===== src/hdl/maf_pkg.sv =====
// ============================================================================
// maf_pkg
// Shared types and fixed constants of the moving average filter: controller
// states, the command and status groups between controller and datapath, and
// the configuration register map.
// ============================================================================
package maf_pkg;

    // Fixed field widths of the result item and the configuration registers.
    localparam int AVG_W      = 24;
    localparam int DIV_W      = 5;
    localparam int WLEN_W     = 5;
    localparam int APB_DATA_W = 32;
    localparam int APB_ADDR_W = 3;

    // Register selects, taken from address bit 2 (registers at 4-byte spacing).
    localparam logic REG_WINDOW_LENGTH = 1'b0;
    localparam logic REG_TAIL_MODE     = 1'b1;

    localparam logic [WLEN_W-1:0] WLEN_RESET = 5'd3;

    typedef enum logic [1:0] {
        ST_IDLE,
        ST_SUM,
        ST_START,
        ST_DIV
    } maf_state_t;

    // Commands from the controller to the datapath.
    typedef struct packed {
        logic load;       // take the input item, write it to the store
        logic sum_run;    // step the window sum
        logic div_start;  // start a division, fetch the oldest sample of the window
        logic out_load;   // move the quotient into the output register
        logic tail_step;  // drop the oldest sample, shrink the divisor
    } maf_cmd_t;

    // Status from the datapath to the controller.
    typedef struct packed {
        logic emit_any;   // the item on the input causes at least one result
        logic sum_done;   // the window sum is complete
        logic div_done;   // the quotient is ready
        logic more;       // further end windows follow the current result
    } maf_sts_t;

endpackage


===== src/hdl/maf_if.sv =====
// ============================================================================
// maf_if
// Valid/ready channels of the moving average filter: the sample channel and
// the result channel.
// ============================================================================
interface maf_sample_if #(
    parameter int SAMPLE_BITS = 16
);
    logic                   valid;
    logic                   ready;
    logic [SAMPLE_BITS-1:0] sample;
    logic                   stream_end;

    modport source (output valid, output sample, output stream_end, input ready);
    modport sink   (input valid, input sample, input stream_end, output ready);
endinterface

interface maf_result_if;
    logic                        valid;
    logic                        ready;
    logic [maf_pkg::AVG_W-1:0]   average;
    logic [maf_pkg::DIV_W-1:0]   divisor_used;
    logic                        last_result;

    modport source (output valid, output average, output divisor_used,
                    output last_result, input ready);
    modport sink   (input valid, input average, input divisor_used,
                    input last_result, output ready);
endinterface


===== src/hdl/maf_ram.sv =====
// ============================================================================
// maf_ram
// Generic single-write, single-read RAM with a registered read port.
// ============================================================================
module maf_ram #(
    parameter int WIDTH = 16,
    parameter int DEPTH = 16
) (
    input  logic                     clk,
    input  logic                     we,
    input  logic [$clog2(DEPTH)-1:0] waddr,
    input  logic [WIDTH-1:0]         wdata,
    input  logic                     re,
    input  logic [$clog2(DEPTH)-1:0] raddr,
    output logic [WIDTH-1:0]         rdata
);

    logic [WIDTH-1:0] mem [DEPTH];
    logic [WIDTH-1:0] rdata_reg;

    always_ff @(posedge clk)
    begin
        if (we)
        begin
            mem[waddr] <= wdata;
        end
        if (re)
        begin
            rdata_reg <= mem[raddr];
        end
    end

    assign rdata = rdata_reg;

endmodule


===== src/hdl/maf_div.sv =====
// ============================================================================
// maf_div
// Restoring divider, one quotient bit per cycle. The quotient holds until
// the next start.
// ============================================================================
module maf_div #(
    parameter int DIVIDEND_W = 28,
    parameter int DIVISOR_W  = 5
) (
    input  logic                  clk,
    input  logic                  rst_n,
    input  logic                  start,
    input  logic [DIVIDEND_W-1:0] dividend,
    input  logic [DIVISOR_W-1:0]  divisor,
    output logic [DIVIDEND_W-1:0] quotient,
    output logic                  done
);

    localparam int CW = $clog2(DIVIDEND_W + 1);

    logic [DIVIDEND_W-1:0] quo_reg, quo_next;
    logic [DIVISOR_W-1:0]  rem_reg, rem_next;
    logic [DIVISOR_W-1:0]  dsr_reg, dsr_next;
    logic [CW-1:0]         cnt_reg, cnt_next;
    logic                  done_reg, done_next;
    logic [DIVISOR_W:0]    trial;
    logic [DIVISOR_W:0]    diff;

    assign trial = {rem_reg, quo_reg[DIVIDEND_W-1]};
    assign diff  = trial - {1'b0, dsr_reg};

    always_comb
    begin
        quo_next  = quo_reg;
        rem_next  = rem_reg;
        dsr_next  = dsr_reg;
        cnt_next  = cnt_reg;
        done_next = done_reg;
        if (start)
        begin
            quo_next  = dividend;
            rem_next  = '0;
            dsr_next  = divisor;
            cnt_next  = CW'(DIVIDEND_W);
            done_next = 1'b0;
        end
        else if (cnt_reg != '0)
        begin
            // Remainder stays below the divisor, so the trial fits one extra bit.
            if (trial >= {1'b0, dsr_reg})
            begin
                rem_next = diff[DIVISOR_W-1:0];
                quo_next = {quo_reg[DIVIDEND_W-2:0], 1'b1};
            end
            else
            begin
                rem_next = trial[DIVISOR_W-1:0];
                quo_next = {quo_reg[DIVIDEND_W-2:0], 1'b0};
            end
            cnt_next  = cnt_reg - CW'(1);
            done_next = (cnt_reg == CW'(1));
        end
    end

    always_ff @(posedge clk or negedge rst_n)
    begin
        if (!rst_n)
        begin
            cnt_reg  <= '0;
            done_reg <= 1'b0;
        end
        else
        begin
            cnt_reg  <= cnt_next;
            done_reg <= done_next;
        end
    end

    always_ff @(posedge clk)
    begin
        quo_reg <= quo_next;
        rem_reg <= rem_next;
        dsr_reg <= dsr_next;
    end

    assign quotient = quo_reg;
    assign done     = done_reg;

endmodule


===== src/hdl/maf_datapath.sv =====
// ============================================================================
// maf_datapath
// Window store, stream pointers, window sum accumulator, divider and the
// output register of the moving average filter.
// ============================================================================
module maf_datapath #(
    parameter int MAX_WINDOW    = 16,
    parameter int SAMPLE_BITS   = 16,
    parameter int FRACTION_BITS = 8
) (
    input  logic                          clk,
    input  logic                          rst_n,
    input  maf_pkg::maf_cmd_t             cmd,
    output maf_pkg::maf_sts_t             sts,
    input  logic [SAMPLE_BITS-1:0]        sample,
    input  logic                          stream_end,
    input  logic [maf_pkg::WLEN_W-1:0]    window_length,
    input  logic                          tail_mode,
    output logic [maf_pkg::AVG_W-1:0]     average,
    output logic [maf_pkg::DIV_W-1:0]     divisor_used,
    output logic                          last_result
);

    localparam int ADDR_W = $clog2(MAX_WINDOW);
    localparam int CNT_W  = $clog2(MAX_WINDOW + 1);
    localparam int SUM_W  = SAMPLE_BITS + $clog2(MAX_WINDOW);
    localparam int Q_W    = SUM_W + FRACTION_BITS;
    localparam int CMP_W  = (CNT_W > maf_pkg::WLEN_W) ? CNT_W : maf_pkg::WLEN_W;
    localparam logic [ADDR_W+1:0] MAX_X = (ADDR_W + 2)'(MAX_WINDOW);
    localparam logic [CNT_W-1:0]  MAX_C = CNT_W'(MAX_WINDOW);

    // Store slot that lies off places behind base, modulo the store depth.
    function automatic logic [ADDR_W-1:0] slot_back(input logic [ADDR_W-1:0] base,
                                                    input logic [CNT_W-1:0]  off);
        logic [ADDR_W+1:0] t;
        t = {2'b00, base} + MAX_X - (ADDR_W + 2)'(off);
        if (t >= MAX_X)
        begin
            t = t - MAX_X;
        end
        return t[ADDR_W-1:0];
    endfunction

    logic [ADDR_W-1:0]      wp_reg, wp_next;
    logic [CNT_W-1:0]       fill_reg, fill_next;
    logic [ADDR_W-1:0]      base_reg;
    logic [CNT_W-1:0]       avail_reg;
    logic [CNT_W-1:0]       issued_reg;
    logic                   rvalid_reg;
    logic [SUM_W-1:0]       acc_reg;
    logic [CNT_W-1:0]       k_reg;
    logic                   tail_on_reg;
    logic [maf_pkg::AVG_W-1:0] avg_reg;
    logic [maf_pkg::DIV_W-1:0] dvu_reg;
    logic                   last_reg;

    logic [ADDR_W-1:0]      wp_inc;
    logic [CNT_W-1:0]       len;
    logic [CNT_W-1:0]       avail;
    logic [CMP_W-1:0]       wl_x;
    logic                   issue;
    logic                   re;
    logic [ADDR_W-1:0]      raddr;
    logic [SAMPLE_BITS-1:0] rdata;
    logic [Q_W-1:0]         dividend;
    logic [Q_W-1:0]         quotient;
    logic                   div_done;
    logic [Q_W+maf_pkg::AVG_W-1:0]   q_ext;
    logic [CNT_W+maf_pkg::DIV_W-1:0] k_ext;

    // Active length: zero counts as one, anything above the store depth saturates.
    assign wl_x = CMP_W'(window_length);
    always_comb
    begin
        priority if (window_length == '0)
        begin
            len = CNT_W'(1);
        end
        else if (wl_x > CMP_W'(MAX_WINDOW))
        begin
            len = MAX_C;
        end
        else
        begin
            len = wl_x[CNT_W-1:0];
        end
    end

    assign wp_inc    = (wp_reg == ADDR_W'(MAX_WINDOW - 1)) ? '0 : wp_reg + ADDR_W'(1);
    assign fill_next = (fill_reg == MAX_C) ? MAX_C : fill_reg + CNT_W'(1);
    assign avail     = (fill_next < len) ? fill_next : len;

    assign sts.emit_any = (tail_mode && stream_end) || (fill_next >= len);

    // Window sum: read the newest avail samples one per cycle from the registered port.
    assign issue        = cmd.sum_run && (issued_reg != avail_reg);
    assign sts.sum_done = (issued_reg == avail_reg) && !rvalid_reg;
    assign sts.more     = tail_on_reg && (k_reg > CNT_W'(1));

    // At division start the oldest sample of the current window is fetched; it stays
    // in the read register for the shrink step that follows.
    assign re    = issue || cmd.div_start;
    assign raddr = cmd.div_start ? slot_back(base_reg, k_reg)
                                 : slot_back(base_reg, issued_reg + CNT_W'(1));

    maf_ram #(
        .WIDTH (SAMPLE_BITS),
        .DEPTH (MAX_WINDOW)
    ) u_store (
        .clk   (clk),
        .we    (cmd.load),
        .waddr (wp_reg),
        .wdata (sample),
        .re    (re),
        .raddr (raddr),
        .rdata (rdata)
    );

    assign dividend = Q_W'(acc_reg) << FRACTION_BITS;

    maf_div #(
        .DIVIDEND_W (Q_W),
        .DIVISOR_W  (CNT_W)
    ) u_div (
        .clk      (clk),
        .rst_n    (rst_n),
        .start    (cmd.div_start),
        .dividend (dividend),
        .divisor  (k_reg),
        .quotient (quotient),
        .done     (div_done)
    );

    assign sts.div_done = div_done;

    always_comb
    begin
        wp_next = wp_reg;
        if (cmd.load)
        begin
            wp_next = stream_end ? '0 : wp_inc;
        end
    end

    always_ff @(posedge clk or negedge rst_n)
    begin
        if (!rst_n)
        begin
            wp_reg     <= '0;
            fill_reg   <= '0;
            rvalid_reg <= 1'b0;
        end
        else
        begin
            wp_reg     <= wp_next;
            rvalid_reg <= issue;
            if (cmd.load)
            begin
                fill_reg <= stream_end ? '0 : fill_next;
            end
        end
    end

    assign q_ext = {{maf_pkg::AVG_W{1'b0}}, quotient};
    assign k_ext = {{maf_pkg::DIV_W{1'b0}}, k_reg};

    always_ff @(posedge clk)
    begin
        if (cmd.load)
        begin
            base_reg    <= wp_inc;
            avail_reg   <= avail;
            k_reg       <= avail;
            tail_on_reg <= tail_mode && stream_end;
            issued_reg  <= '0;
            acc_reg     <= '0;
        end
        else
        begin
            if (issue)
            begin
                issued_reg <= issued_reg + CNT_W'(1);
            end
            if (cmd.sum_run && rvalid_reg)
            begin
                acc_reg <= acc_reg + SUM_W'(rdata);
            end
            if (cmd.tail_step)
            begin
                acc_reg <= acc_reg - SUM_W'(rdata);
                k_reg   <= k_reg - CNT_W'(1);
            end
        end
        if (cmd.out_load)
        begin
            avg_reg  <= q_ext[maf_pkg::AVG_W-1:0];
            dvu_reg  <= k_ext[maf_pkg::DIV_W-1:0];
            last_reg <= !sts.more;
        end
    end

    assign average      = avg_reg;
    assign divisor_used = dvu_reg;
    assign last_result  = last_reg;

endmodule


===== src/hdl/maf_ctrl.sv =====
// ============================================================================
// maf_ctrl
// Controller of the moving average filter: sequences load, window sum,
// division and result hand-off, and owns both handshakes.
// ============================================================================
module maf_ctrl (
    input  logic              clk,
    input  logic              rst_n,
    input  logic              in_valid,
    output logic              in_ready,
    output logic              out_valid,
    input  logic              out_ready,
    output maf_pkg::maf_cmd_t cmd,
    input  maf_pkg::maf_sts_t sts
);

    maf_pkg::maf_state_t state_reg, state_next;
    logic                out_valid_reg, out_valid_next;
    logic                out_free;

    // The output register can take a new result once the old one leaves.
    assign out_free = !out_valid_reg || out_ready;

    always_ff @(posedge clk or negedge rst_n)
    begin
        if (!rst_n)
        begin
            state_reg     <= maf_pkg::ST_IDLE;
            out_valid_reg <= 1'b0;
        end
        else
        begin
            state_reg     <= state_next;
            out_valid_reg <= out_valid_next;
        end
    end

    always_comb
    begin
        state_next     = state_reg;
        out_valid_next = out_valid_reg && !out_ready;
        cmd            = '0;
        in_ready       = 1'b0;
        unique case (state_reg)
            maf_pkg::ST_IDLE:
            begin
                in_ready = 1'b1;
                if (in_valid)
                begin
                    cmd.load = 1'b1;
                    if (sts.emit_any)
                    begin
                        state_next = maf_pkg::ST_SUM;
                    end
                end
            end
            maf_pkg::ST_SUM:
            begin
                cmd.sum_run = 1'b1;
                if (sts.sum_done)
                begin
                    state_next = maf_pkg::ST_START;
                end
            end
            maf_pkg::ST_START:
            begin
                cmd.div_start = 1'b1;
                state_next    = maf_pkg::ST_DIV;
            end
            maf_pkg::ST_DIV:
            begin
                if (sts.div_done && out_free)
                begin
                    cmd.out_load   = 1'b1;
                    out_valid_next = 1'b1;
                    if (sts.more)
                    begin
                        cmd.tail_step = 1'b1;
                        state_next    = maf_pkg::ST_START;
                    end
                    else
                    begin
                        state_next = maf_pkg::ST_IDLE;
                    end
                end
            end
            default:
            begin
                state_next = maf_pkg::ST_IDLE;
            end
        endcase
    end

    assign out_valid = out_valid_reg;

endmodule


===== src/hdl/moving_average_filter.sv =====
// ============================================================================
// moving_average_filter
// Boxcar moving average over a stream of unsigned samples, with optional
// shrinking end windows when a stream ends.
// ============================================================================
// An item's first result sums its newest avail samples through the single read port,
// later ones drop the oldest sample; the sum is then divided over Q = SAMPLE_BITS +
// clog2(MAX_WINDOW) + FRACTION_BITS quotient bits (28 at the defaults) in a
// one-bit-per-cycle divider. Items without a result are taken one per cycle; after
// an item with results, the next is taken once its last result is loaded for output.
// Reset: asynchronous, active low; restores window_length 3 and tail_mode 0.
// ============================================================================
module moving_average_filter #(
    parameter int MAX_WINDOW    = 16,
    parameter int SAMPLE_BITS   = 16,
    parameter int FRACTION_BITS = 8
) (
    input  logic                            clk,
    input  logic                            rst_n,
    maf_sample_if.sink                      sample_ch,
    maf_result_if.source                    result_ch,
    input  logic                            psel,
    input  logic                            penable,
    input  logic                            pwrite,
    input  logic [maf_pkg::APB_ADDR_W-1:0]  paddr,
    input  logic [maf_pkg::APB_DATA_W-1:0]  pwdata,
    output logic [maf_pkg::APB_DATA_W-1:0]  prdata,
    output logic                            pready
);

    // ------------------------------------------------------------------------
    // Configuration registers. Software must write them only while the filter is
    // idle; the block does not enforce this. The datapath reads them directly
    // without any shadow copy. Address bit 2 selects the register; the low address
    // bits are ignored. The stream state is cleared by reset; the store is not.
    // ------------------------------------------------------------------------
    logic [maf_pkg::WLEN_W-1:0] wlen_reg;
    logic                       tail_reg;
    logic                       wr_en;

    assign pready = 1'b1;
    assign wr_en  = psel && penable && pwrite;

    always_ff @(posedge clk or negedge rst_n)
    begin
        if (!rst_n)
        begin
            wlen_reg <= maf_pkg::WLEN_RESET;
            tail_reg <= 1'b0;
        end
        else if (wr_en)
        begin
            unique case (paddr[2])
                maf_pkg::REG_WINDOW_LENGTH: wlen_reg <= pwdata[maf_pkg::WLEN_W-1:0];
                maf_pkg::REG_TAIL_MODE:     tail_reg <= pwdata[0];
                default:                    wlen_reg <= wlen_reg;
            endcase
        end
    end

    always_comb
    begin
        unique case (paddr[2])
            maf_pkg::REG_WINDOW_LENGTH:
                prdata = maf_pkg::APB_DATA_W'(wlen_reg);
            maf_pkg::REG_TAIL_MODE:
                prdata = maf_pkg::APB_DATA_W'(tail_reg);
            default:
                prdata = '0;
        endcase
    end

    // ------------------------------------------------------------------------
    // Controller and datapath. The controller owns the handshakes: it takes an
    // item only from its idle state, though a finished result may still be
    // waiting in the output register at that time. A new result is loaded only
    // once the previous one has been taken, so nothing is overwritten.
    // ------------------------------------------------------------------------
    maf_pkg::maf_cmd_t cmd;
    maf_pkg::maf_sts_t sts;
    logic              in_ready;
    logic              out_valid;

    maf_ctrl u_ctrl (
        .clk       (clk),
        .rst_n     (rst_n),
        .in_valid  (sample_ch.valid),
        .in_ready  (in_ready),
        .out_valid (out_valid),
        .out_ready (result_ch.ready),
        .cmd       (cmd),
        .sts       (sts)
    );

    assign sample_ch.ready = in_ready;
    assign result_ch.valid = out_valid;

    // The datapath writes each sample into the circular store, sums the newest
    // window by reading the store one entry per cycle, and divides the sum by
    // its element count. For the end windows of a stream, each smaller window
    // sum comes from the previous one by removing its oldest sample.
    maf_datapath #(
        .MAX_WINDOW    (MAX_WINDOW),
        .SAMPLE_BITS   (SAMPLE_BITS),
        .FRACTION_BITS (FRACTION_BITS)
    ) u_datapath (
        .clk           (clk),
        .rst_n         (rst_n),
        .cmd           (cmd),
        .sts           (sts),
        .sample        (sample_ch.sample),
        .stream_end    (sample_ch.stream_end),
        .window_length (wlen_reg),
        .tail_mode     (tail_reg),
        .average       (result_ch.average),
        .divisor_used  (result_ch.divisor_used),
        .last_result   (result_ch.last_result)
    );

endmodule

===== src/flat_wrapper.sv =====
// flat-port wrapper written by rule: the top's interface ports become plain ports
module moving_average_filter_flat 
#(
    parameter int MAX_WINDOW    = 16,
    parameter int SAMPLE_BITS   = 16,
    parameter int FRACTION_BITS = 8
)
  (clk, rst_n, psel, penable, pwrite, paddr, pwdata, prdata, pready, sample_ch_valid, sample_ch_sample, sample_ch_stream_end, sample_ch_ready, result_ch_valid, result_ch_average, result_ch_divisor_used, result_ch_last_result, result_ch_ready);
  maf_sample_if #(.SAMPLE_BITS(SAMPLE_BITS)) sample_ch_i ();
  maf_result_if result_ch_i ();
  input  logic clk;
  input  logic rst_n;
  input  logic psel;
  input  logic penable;
  input  logic pwrite;
  input  logic [maf_pkg::APB_ADDR_W-1:0] paddr;
  input  logic [maf_pkg::APB_DATA_W-1:0] pwdata;
  output logic [maf_pkg::APB_DATA_W-1:0] prdata;
  output logic pready;
  input wire logic [$bits(sample_ch_i.valid)-1:0] sample_ch_valid;
  input wire logic [$bits(sample_ch_i.sample)-1:0] sample_ch_sample;
  input wire logic [$bits(sample_ch_i.stream_end)-1:0] sample_ch_stream_end;
  output wire logic [$bits(sample_ch_i.ready)-1:0] sample_ch_ready;
  output wire logic [$bits(result_ch_i.valid)-1:0] result_ch_valid;
  output wire logic [$bits(result_ch_i.average)-1:0] result_ch_average;
  output wire logic [$bits(result_ch_i.divisor_used)-1:0] result_ch_divisor_used;
  output wire logic [$bits(result_ch_i.last_result)-1:0] result_ch_last_result;
  input wire logic [$bits(result_ch_i.ready)-1:0] result_ch_ready;
  assign sample_ch_i.valid = sample_ch_valid;
  assign sample_ch_i.sample = sample_ch_sample;
  assign sample_ch_i.stream_end = sample_ch_stream_end;
  assign sample_ch_ready = sample_ch_i.ready;
  assign result_ch_valid = result_ch_i.valid;
  assign result_ch_average = result_ch_i.average;
  assign result_ch_divisor_used = result_ch_i.divisor_used;
  assign result_ch_last_result = result_ch_i.last_result;
  assign result_ch_i.ready = result_ch_ready;
  moving_average_filter #(.MAX_WINDOW(MAX_WINDOW), .SAMPLE_BITS(SAMPLE_BITS), .FRACTION_BITS(FRACTION_BITS)) u_core (.clk(clk), .rst_n(rst_n), .sample_ch(sample_ch_i), .result_ch(result_ch_i), .psel(psel), .penable(penable), .pwrite(pwrite), .paddr(paddr), .pwdata(pwdata), .prdata(prdata), .pready(pready));
endmodule

===== config.mk =====
export PLATFORM = sky130hd
export DESIGN_NAME = moving_average_filter_flat
export DESIGN_NICKNAME = d
export VERILOG_FILES = /design/src/hdl/maf_pkg.sv /design/src/hdl/maf_if.sv /design/src/hdl/maf_ram.sv /design/src/hdl/maf_div.sv /design/src/hdl/maf_datapath.sv /design/src/hdl/maf_ctrl.sv /design/src/hdl/moving_average_filter.sv /design/src/flat_wrapper.sv
export SDC_FILE = /design/constraint.sdc
export NUM_CORES = 1
export LEC_CHECK = 0
export BUFFER_PORTS_ARGS = -buffer_cell sky130_fd_sc_hd__buf_4
export CORE_ASPECT_RATIO = 0.75
export CORE_UTILIZATION = 28
export DETAILED_ROUTE_END_ITERATION = 6
export GPL_ROUTABILITY_DRIVEN = 0
export SYNTH_ARGS = -nofsm -noshare
export SYNTH_HDL_FRONTEND = slang
export SYNTH_HIERARCHICAL = 1
export SYNTH_SLANG_ARGS = --single-unit

===== constraint.sdc =====
create_clock -name clk -period 4.6 [get_ports clk]
set_input_delay 0.69 -clock clk [delete_from_list [all_inputs] [get_ports clk]]
set_output_delay 0.69 -clock clk [all_outputs]
set_load 0.01 [all_outputs]

==> impl_results.md <==
* Wire per inst at 17.61 µm
* Slew Limit Headroom at 49.71%
* Synth Area in Simple Gates at 6.772%
* Setup crit end kind: flop
* Post-route ant nets at 0
* Synth warn at 6
* Chip height at 219.7 µm
* # setup viols final at 0
* Ys flop type: edfxtp_1
* Syn avg cell area at 15.83 µm²
* Dpl hpwl at 22.28 mm
* Total grt overflow at 0
* CTS max path bufs at 3
* Flop-to-flop setup slack at 0.67 ns
* Commonest non-fill, non-tap cell in the layout: edfxtp_1
* First-pass DRT Iterations at 7
* Worst-path clk slew at 0.06 ns
* Antenna diodes at 0
* Sequential-to-total area share from yosys stat at 66.32%
* Most frequent cells in the layout: edfxtp_1 (350), buf_4 (93), nand2_1 (63), nor2_1 (60), mux4_2 (54)
* Type of origin of the critical path: flop
* Buf/Inv on CP at 3
* Die width at 292.3 µm
* Count of state elements after synthesis at 405
* Vias in the first global route at 9692
* Fillers at 5974
* Placed insts at 1984
* CTS Buf Count at 40
* Final hold slack at 0.05946 ns
* WP depth at 16
* Vias per std cell at 4.634
* CTS tree: built
* Core area at 0.06227 mm²
* Crit path DAT at 4.36 ns
* Max Clk Rate at 254.4 MHz
* Layout cells sized above 1 at 22.41%
* Max reg flops at 256
* Fin worst setup slack at 0.6692 ns
* H-tree lvl count at 2
* Final Hold Viols at 0
* Mapped Cells at 1118
* Crit Path Class: flop to flop
* Final worst-path cycle share at 85.45%
* Die ar. at 0.06424 mm²
* DP Area at 0.01917 mm²
* Fin nets at 1319
* Pleak at 7.174 nW
* Mapped cell area at 0.01770 mm²
* Post-synth EDFFs at 350
* Status: complete, no violations
* Clock Latency Late Sink at 0.54 ns
* Initial Util at 28.42%
* GRT Util Overall at 11.31%
* Number of max-cap violations at 0
* Initial drt markers at 734
* Largest family of logic cells by synthesized area: multiplexers
* Finished Layout Cells at 2055
* Post-CTS Hold Buffers at 0
* Postcts setup bufs at 0
* Synth async-reset ratio at 6.173%
* Number of antenna violations at the first check in global routing at 2
* Clk sink count at 405
* Post-Synth Adder-Cell Area at 3.237%
* Mux cell area share after synthesis at 11.37%
* Yosys cell types at 78
* Area delta synth->final at 15.16%
* Setup TNS at 0 ns
* Min-delay worst type: primary input to async pin
* Period minus WS final at 3.931 ns
* Clock tree root buffer cell: clkbuf_16
* Post-synthesis compound-gate area fraction at 6.609%
* Fin. max-slew vios at 0
* CP max stage cell: edfxtp_1
* CP peak stage delay at 0.50 ns
* RSZ-0062 raised after global routing: false
* Cell Rows at 79
* Max FO, Critical Path at 21
* Largest net degree at the start of global routing at 65
* DRC at 0
* Top reg by flops: u_core/u_datapath/u_store/mem
* Cell chain of the critical path: inv_1 > ha_1 > a21oi_1 > o41ai_1 > inv_1 > nor3b_2 > buf_4 > nor2_1 > xnor2_1 > ha_1 > a2111o_1 > o21ai_4 > o31ai_4 > a21oi_2 > mux2i_1 > mux2_1
* PwrDens at 729.6 mW/mm²
* # port buffers at 66
* Ports at 124
* Worst-case vdd ir drop at 0.0006876 V
* First-pass GRT wire length at 56.34 mm
* Critical R2R Launch: u_core/u_datapath/k_reg[1]$_DFFE_PP_
* Worst Skew at 0.01472 ns
* Post-CTS sizing at 0
* R2r endpoint: u_core/u_datapath/acc_reg[19]$_SDFFE_PP0P_
* Total Wirelength at 36.20 mm
* Xor/xnor share of the synthesized area at 2.425%
* Design Area, Final at 0.02038 mm²
* Slew @ Worst Pin at 0.7544 ns
* Largest delay share family, worst path: compound AO/OA/AOI/OAI gates
* Worst reg-to-reg path cell count at 16
* CP required at 5.03 ns
* Place WS at 0.6831 ns
* Vias at 9522
==> Yosys cell counts (all sizes together), types with 3 or more instances <==
master  count  area [µm²]
a211oi     11       87.58
a21o       15       113.9
a21oi      43       230.2
a22o        4       35.03
a22oi      32       240.2
a311oi      3       26.28
a31oi       5       31.28
and2        6       37.54
and2b       5       42.54
and3        3       18.77
and4        3       26.28
buf        53       367.8
clkbuf     19       71.32
conb        3       11.26
dfrtp      23       575.6
dfxtp      30       600.6
edfxtp    350       10510
fa          3       60.06
ha         41       513.0
inv        34       127.6
mux2       40       454.2
mux2i       8       80.08
mux4       64        1479
nand2      63       236.5
nand2b     11       76.32
nand3      18       90.09
nand3b      6       45.04
nand4       8       50.05
nor2       61       229.0
nor2b       7       43.79
nor3       13       65.06
nor3b       5       42.54
nor4        5       37.53
nor4b       3       41.29
o211ai      4       30.03
o21a        8       60.06
o21ai      22       121.4
o22ai       3       18.77
or2         4       25.03
or3         4       26.28
xnor2      30       262.8
xor2       19       166.4
==> layout make-up <==
class,instances,area [µm²],area share [%]
multi-input cells,640,5549,27.22
clock buffers,49,1056,5.181
well taps,810,1013,4.972
repair buffers,95,738.2,3.622
flip-flops and latches,405,11740,57.59
inverters,34,128.9,0.6323
clock inverters,22,158.9,0.7796
==> how the worst max path moves through the flow <==
| stage | start | endpoint |
|---|---|---|
| floorplan | u_core/u_datapath/k_reg[0]$_DFFE_PP_ | u_core/u_datapath/acc_reg[19]$_SDFFE_PP0P_ |
| global placement | u_core/u_datapath/k_reg[1]$_DFFE_PP_ | u_core/u_datapath/acc_reg[19]$_SDFFE_PP0P_ |
| detailed placement | u_core/u_datapath/k_reg[1]$_DFFE_PP_ | u_core/u_datapath/acc_reg[19]$_SDFFE_PP0P_ |
| CTS | u_core/u_datapath/k_reg[1]$_DFFE_PP_ | u_core/u_datapath/acc_reg[19]$_SDFFE_PP0P_ |
| global route | u_core/u_datapath/k_reg[1]$_DFFE_PP_ | u_core/u_datapath/acc_reg[19]$_SDFFE_PP0P_ |
| finish | u_core/u_datapath/k_reg[1]$_DFFE_PP_ | u_core/u_datapath/acc_reg[19]$_SDFFE_PP0P_ |
==> logic make-up (layout without fill, tap and decap cells) <==
family | after synthesis | count (layout)
compound gates | 168 | 168
xor+xnor | 49 | 49
fa+ha+maj | 44 | 44
buf+inv | 106 | 200
flops | 405 | 405
mux | 112 | 112
other cells | 3 | 36
simple gates | 231 | 231
==> routing by layer <==
metal	routed length, µm	global-route usage [%]
met5	0	0
met4	465	2.286
met1	16750	15.66
met2	16840	18.32
met3	2141	2.400
==> metrics by stage <==
| stage | power [W] | util, % |
|---|---|---|
| detailed placement | 0.01189 | 30.78 |
| floorplan | 0.009971 | - |
| finish | 0.01487 | 32.73 |
| global placement | 0.01175 | 30.78 |
| CTS | 0.01501 | 32.73 |
| global route | 0.01584 | 32.73 |
==> power breakdown <==
part / switching, W / internal [W]
logic: 0.00381 / 0.00279
clock network: 0.00137 / 0.00170
registers: 0.000418 / 0.00478
total: 0.00560 / 0.00928
(Power assumes the default switching activity.)
